==> src/pdot_pkg.sv <==
// shared types and constants for the packed delta offset table
package pdot_pkg;

   localparam int OFF_W = 48;
   localparam int IDX_W = 20;
   localparam int CNT_W = 21;
   localparam int SEGB_W = 11;
   localparam int POS_W = 23;
   localparam int ACC_W = 72;
   localparam int NBYTES = 9;
   localparam logic [CNT_W-1:0] COUNT_MAX = '1;

   localparam logic [1:0] STAT_OK = 2'd0;
   localparam logic [1:0] STAT_RANGE = 2'd1;
   localparam logic [1:0] STAT_OVERFLOW = 2'd2;
   localparam logic [1:0] STAT_FULL = 2'd3;

   localparam logic CMD_APPEND = 1'b0;
   localparam logic CMD_LOOKUP = 1'b1;

   localparam logic [1:0] REG_GROUPED = 2'd0;
   localparam logic [1:0] REG_BASE_BITS = 2'd1;
   localparam logic [1:0] REG_DELTA_BITS = 2'd2;
   localparam logic [1:0] REG_SEGMENTS = 2'd3;

   typedef enum logic [10:0] {
      ST_IDLE  = 11'b000_0000_0001,
      ST_DIV_G = 11'b000_0000_0010,
      ST_DIV_S = 11'b000_0000_0100,
      ST_POS   = 11'b000_0000_1000,
      ST_FPOS  = 11'b000_0001_0000,
      ST_FETCH = 11'b000_0010_0000,
      ST_FIELD = 11'b000_0100_0000,
      ST_CHECK = 11'b000_1000_0000,
      ST_ALLOC = 11'b001_0000_0000,
      ST_WRITE = 11'b010_0000_0000,
      ST_RESP  = 11'b100_0000_0000
   } state_type;

   typedef enum logic [1:0] {
      FP_GBASE,
      FP_DELTA,
      FP_RMW
   } fetch_type;

endpackage

==> src/pdot_div.sv <==
// shared restoring divider, one quotient bit per cycle
module pdot_div (
   input  logic                       clock,
   input  logic                       reset,
   input  logic                       start,
   input  logic [pdot_pkg::CNT_W-1:0] num,
   input  logic [12:0]                den,
   output logic                       done,
   output logic [pdot_pkg::CNT_W-1:0] quot,
   output logic [12:0]                rem
);
   import pdot_pkg::*;

   logic             busy_ff, busy_in;
   logic             done_ff, done_in;
   logic [4:0]       cnt_ff, cnt_in;
   logic [CNT_W-1:0] quot_ff, quot_in;
   logic [12:0]      rem_ff, rem_in;
   logic [12:0]      den_ff, den_in;
   logic [13:0]      shifted;
   logic [14:0]      trial;

   always_comb begin
      busy_in = busy_ff;
      done_in = 1'b0;
      cnt_in = cnt_ff;
      quot_in = quot_ff;
      rem_in = rem_ff;
      den_in = den_ff;
      shifted = {rem_ff, quot_ff[CNT_W-1]};
      trial = {1'b0, shifted} - {2'b00, den_ff};
      if (start) begin
         busy_in = 1'b1;
         cnt_in = 5'(CNT_W);
         quot_in = num;
         rem_in = '0;
         den_in = den;
      end else if (busy_ff) begin
         if (trial[14]) begin
            rem_in = shifted[12:0];
         end else begin
            rem_in = trial[12:0];
         end
         quot_in = {quot_ff[CNT_W-2:0], ~trial[14]};
         cnt_in = cnt_ff - 5'd1;
         if (cnt_ff == 5'd1) begin
            busy_in = 1'b0;
            done_in = 1'b1;
         end
      end
   end

   always_ff @(posedge clock) begin
      if (reset) begin
         busy_ff <= 1'b0;
         done_ff <= 1'b0;
         cnt_ff <= '0;
      end else begin
         busy_ff <= busy_in;
         done_ff <= done_in;
         cnt_ff <= cnt_in;
      end
      quot_ff <= quot_in;
      rem_ff <= rem_in;
      den_ff <= den_in;
   end

   assign done = done_ff;
   assign quot = quot_ff;
   assign rem = rem_ff;

endmodule

==> config.mk <==
export PLATFORM = sky130hd
export DESIGN_NAME = pdot_div
export DESIGN_NICKNAME = d
export VERILOG_FILES = /design/src/pdot_pkg.sv /design/src/pdot_div.sv
export SDC_FILE = /design/constraint.sdc
export NUM_CORES = 1
export LEC_CHECK = 0
export BUFFER_PORTS_ARGS = -buffer_cell sky130_fd_sc_hd__buf_4
export CORE_MARGIN = 1
export CORE_UTILIZATION = 53
export CTS_CLUSTER_SIZE = 30
export DETAILED_ROUTE_END_ITERATION = 10
export GPL_ROUTABILITY_DRIVEN = 1
export MAX_ROUTING_LAYER = met4
export PLACE_DENSITY = 0.8
export SLEW_MARGIN = 20
export SYNTH_ARGS = -nofsm -noshare
export SYNTH_HDL_FRONTEND = slang
export SYNTH_SLANG_ARGS = --single-unit
export TNS_END_PERCENT = 100
==> constraint.sdc <==
create_clock -name clock -period 3.2 [get_ports clock]
set_clock_uncertainty 0.15 [all_clocks]
set_input_delay 0.8 -clock clock [delete_from_list [all_inputs] [get_ports clock]]
set_output_delay 0.8 -clock clock [all_outputs]
set_load 0.005 [all_outputs]
==> impl_summary.log <==
INFO  metric ys_ff_latch = 54
INFO  metric synth_sequential_area_ratio = roughly 49%
INFO  metric post_cts_hold_buffer_count = 0
INFO  metric arrival_time_of_the_worst_setup_path = 2.76 ns
INFO  metric timing.critical_path.cells = inv_1, ha_1, fa_1, nand2b_1, a21o_4, a21oi_4, o31a_1, nand2_2, a311oi_2
INFO  metric hold_viol_final = 0
INFO  metric n_fill_cell = 403
INFO  metric cts_inserted_buffers = 5
INFO  metric cts_max_level = 2
INFO  metric mappedNetlistArea = just under 3000 um2
INFO  metric port_buffers = 71
INFO  metric tritoncts = yes
INFO  metric worst_setup_path_type = reg -> reg
INFO  metric grt.total_usage = 22.0%
INFO  metric area_growth_syn_to_layout = 23.7%
INFO  metric buffer_levels_on_the_longest_clock_path = 2
INFO  metric via_to_cell_ratio = about 5.4
INFO  metric preCtsSetupSlack = 0.538 ns
INFO  metric share_of_async_settable_or_async_resettable_flops_after_synthesis = 0%
INFO  metric remaining_drc_errors = 0
INFO  metric postCtsResizedCells = 0
INFO  metric vdd_ir_drop_max = 0.301 mV
INFO  metric cp.buffers_inverters = 1
INFO  metric path_clk_slew = 0.09 ns
INFO  metric commonest_register_cell_after_synthesis = edfxtp_1
INFO  metric start_util = 55.8%
INFO  metric regToRegSetupSlack = 0.51 ns
INFO  metric total_count_of_max_transition_violations_in_the_final_report = 0
INFO  metric timing.hold.worst.class = reg -> reg
INFO  metric setup-tns-final = 0 ns
INFO  metric die_outline_area = 5740 um2
INFO  metric synth.lib_cells_used.distinct = 49
INFO  metric critical_path.startpoint_type = register
INFO  metric via_count = 2155
INFO  metric grt_overflow = 0
INFO  metric path_delay_family = compound AO/OA/AOI/OAI gates
INFO  metric synthesis.nets = 311
INFO  metric worstSetupEndpointType = register
INFO  metric grt_first_pass_wirelength = 9.13 mm
INFO  metric gp_congestion = 0.839
INFO  metric total_power = 1.62 mW
INFO  metric layout_worst_path_cycle_share = 84.0%
INFO  metric worst_ep_required_time = 3.27 ns
INFO  metric synth_edf_count = 34
INFO  metric worst_skew_pair.late_latency = 0.31 ns
INFO  metric fmax = between 0.3 and 0.4 GHz
INFO  metric numPlacedInstances = 389
INFO  metric yosys_warnings = 0
INFO  metric drt_first_pass_iters = 4
INFO  metric run_status = finished, final reports clean
INFO  metric highest_count_cells_in_the_layout_ignoring_fill_and_taps = buf_4 (73), edfxtp_1 (34), mux2_2 (22)
INFO  metric post_synth_inst_count = 258
INFO  metric final.min_clock_period = 2.69 ns
INFO  metric finish.utilization = roughly 69%
INFO  metric drtAntennaViolNets = 0
INFO  metric critPathSlowestCell = fa_1
INFO  metric pin_count = 72
INFO  metric placement_rows = 26
INFO  metric worstPathMaxFanout = 8
INFO  metric dr.first_iter.drc_count = 110
INFO  metric clock-sinks = 54
INFO  metric most_common_cell_after_layout_fill_and_taps_aside = buf_4
INFO  metric syn-mean-instance-area = 11.2 um2
INFO  metric dp_hpwl = 4.31 mm
INFO  metric cts.repair_timing.setup_buffer_count = 0
INFO  metric power_per_cell_area = around 450 nW/um2
INFO  metric die_y = 75.8 um
INFO  metric vias_in_the_first_global_route = roughly 2000
INFO  metric finalWirelength = between 5 and 6 mm
INFO  metric leakage = 1.48 nW
INFO  metric drt-wirelength-per-cell = 14.8 um
INFO  metric setup_viol = 0
INFO  metric rsz0062_at_grt = false
INFO  metric hold-worst-slack = 0.360 ns
INFO  metric core_area = 5170 um2
INFO  metric fin_area = 3570 um2
INFO  metric drv_cap = 0
INFO  metric cpPeakStageDelay = 0.41 ns
INFO  metric grt_max_degree = 26
INFO  metric headroom_to_the_max_slew_limit = 48.9%
INFO  metric stdcell_count = a little under 400
INFO  metric die_width = 75.8 um
INFO  metric cts_root_buf = clkbuf_8
INFO  metric placed_area = around 3500 um2
INFO  metric layout-drive-gt1-share = 34.9%
INFO  metric grt_antenna_before_repair = 0
INFO  metric timing_worst_slew_pin_value = 0.764 ns
INFO  metric fin_nets = 379
INFO  metric count_of_inserted_antenna_diode_cells = 0
INFO  metric finalWorstSetupSlack = 0.513 ns
power breakdown:
group | internal [mW] | switching [mW] | total [mW]
clock network | 0.234 | 0.215 | 0.449
registers | 0.805 | 0.0370 | 0.842
logic | 0.173 | 0.155 | 0.328
cells in the mapped netlist, drive strengths merged (7+ instances only):
master  count  share of area [%]
a21oi      15                3.3
nor2       21                2.7
clkbuf      9                1.2
edfxtp     34                 35
mux2       22                8.6
nand2      20                2.8
dfxtp      20                 14
inv        20                2.6
o21ai       7                1.2
ha         15                6.5
worst register-to-register path, cell delays in order, from the launching register on:
cell      delay [ns]
edfxtp_1        0.38
inv_1           0.05
ha_1            0.21
fa_1            0.41
nand2b_1        0.20
a21o_4          0.24
a21oi_4         0.20
o31a_1          0.41
nand2_2         0.08
a311oi_2        0.28
flip-flops by register name (all words and copies together) (netlist names):
register and cells:
done 1, rem 13, cnt_ff 5, den_ff 13, busy_ff 1, quot 21
final cells by class:
| type | instances | area (um2) | area share (%) |
|---|---|---|---|
| Multi-Input combinational cell | 172 | 1330 | 37.2 |
| Sequential cell | 54 | 1420 | 39.8 |
| Timing Repair Buffer | 73 | 548 | 15.4 |
| Clock buffer | 7 | 76.3 | 2.14 |
| Tap cell | 70 | 87.6 | 2.46 |
| Clock inverter | 1 | 30.0 | 0.842 |
| Inverter | 20 | 75.1 | 2.10 |
layer usage:
layer,up-vias,routed length (um),track usage (%)
met3,9,237,3.97
met2,61,2850,36.4
met5,-,0,-
met1,1019,2710,28.1
li1,1066,-,-
met4,0,68,5.56
final timing paths:
check,startpoint,end,cells past startpoint
worst max register to register,quot[20],rem[5],9
worst min-delay path,cnt_ff[1],cnt_ff[1],2
worst min register to register,cnt_ff[1],cnt_ff[1],2
worst max-delay path,quot[20],rem[5],9
kinds of logic after synthesis:
family          share of synthesized area [%]
mux                                      9.63
simple gates                             11.8
xor+xnor                                 3.64
buf+inv                                  4.64
flops                                    49.3
fa+ha+maj                                7.20
compound gates                           13.8
Note: power is estimated with default switching activity, not from simulation.
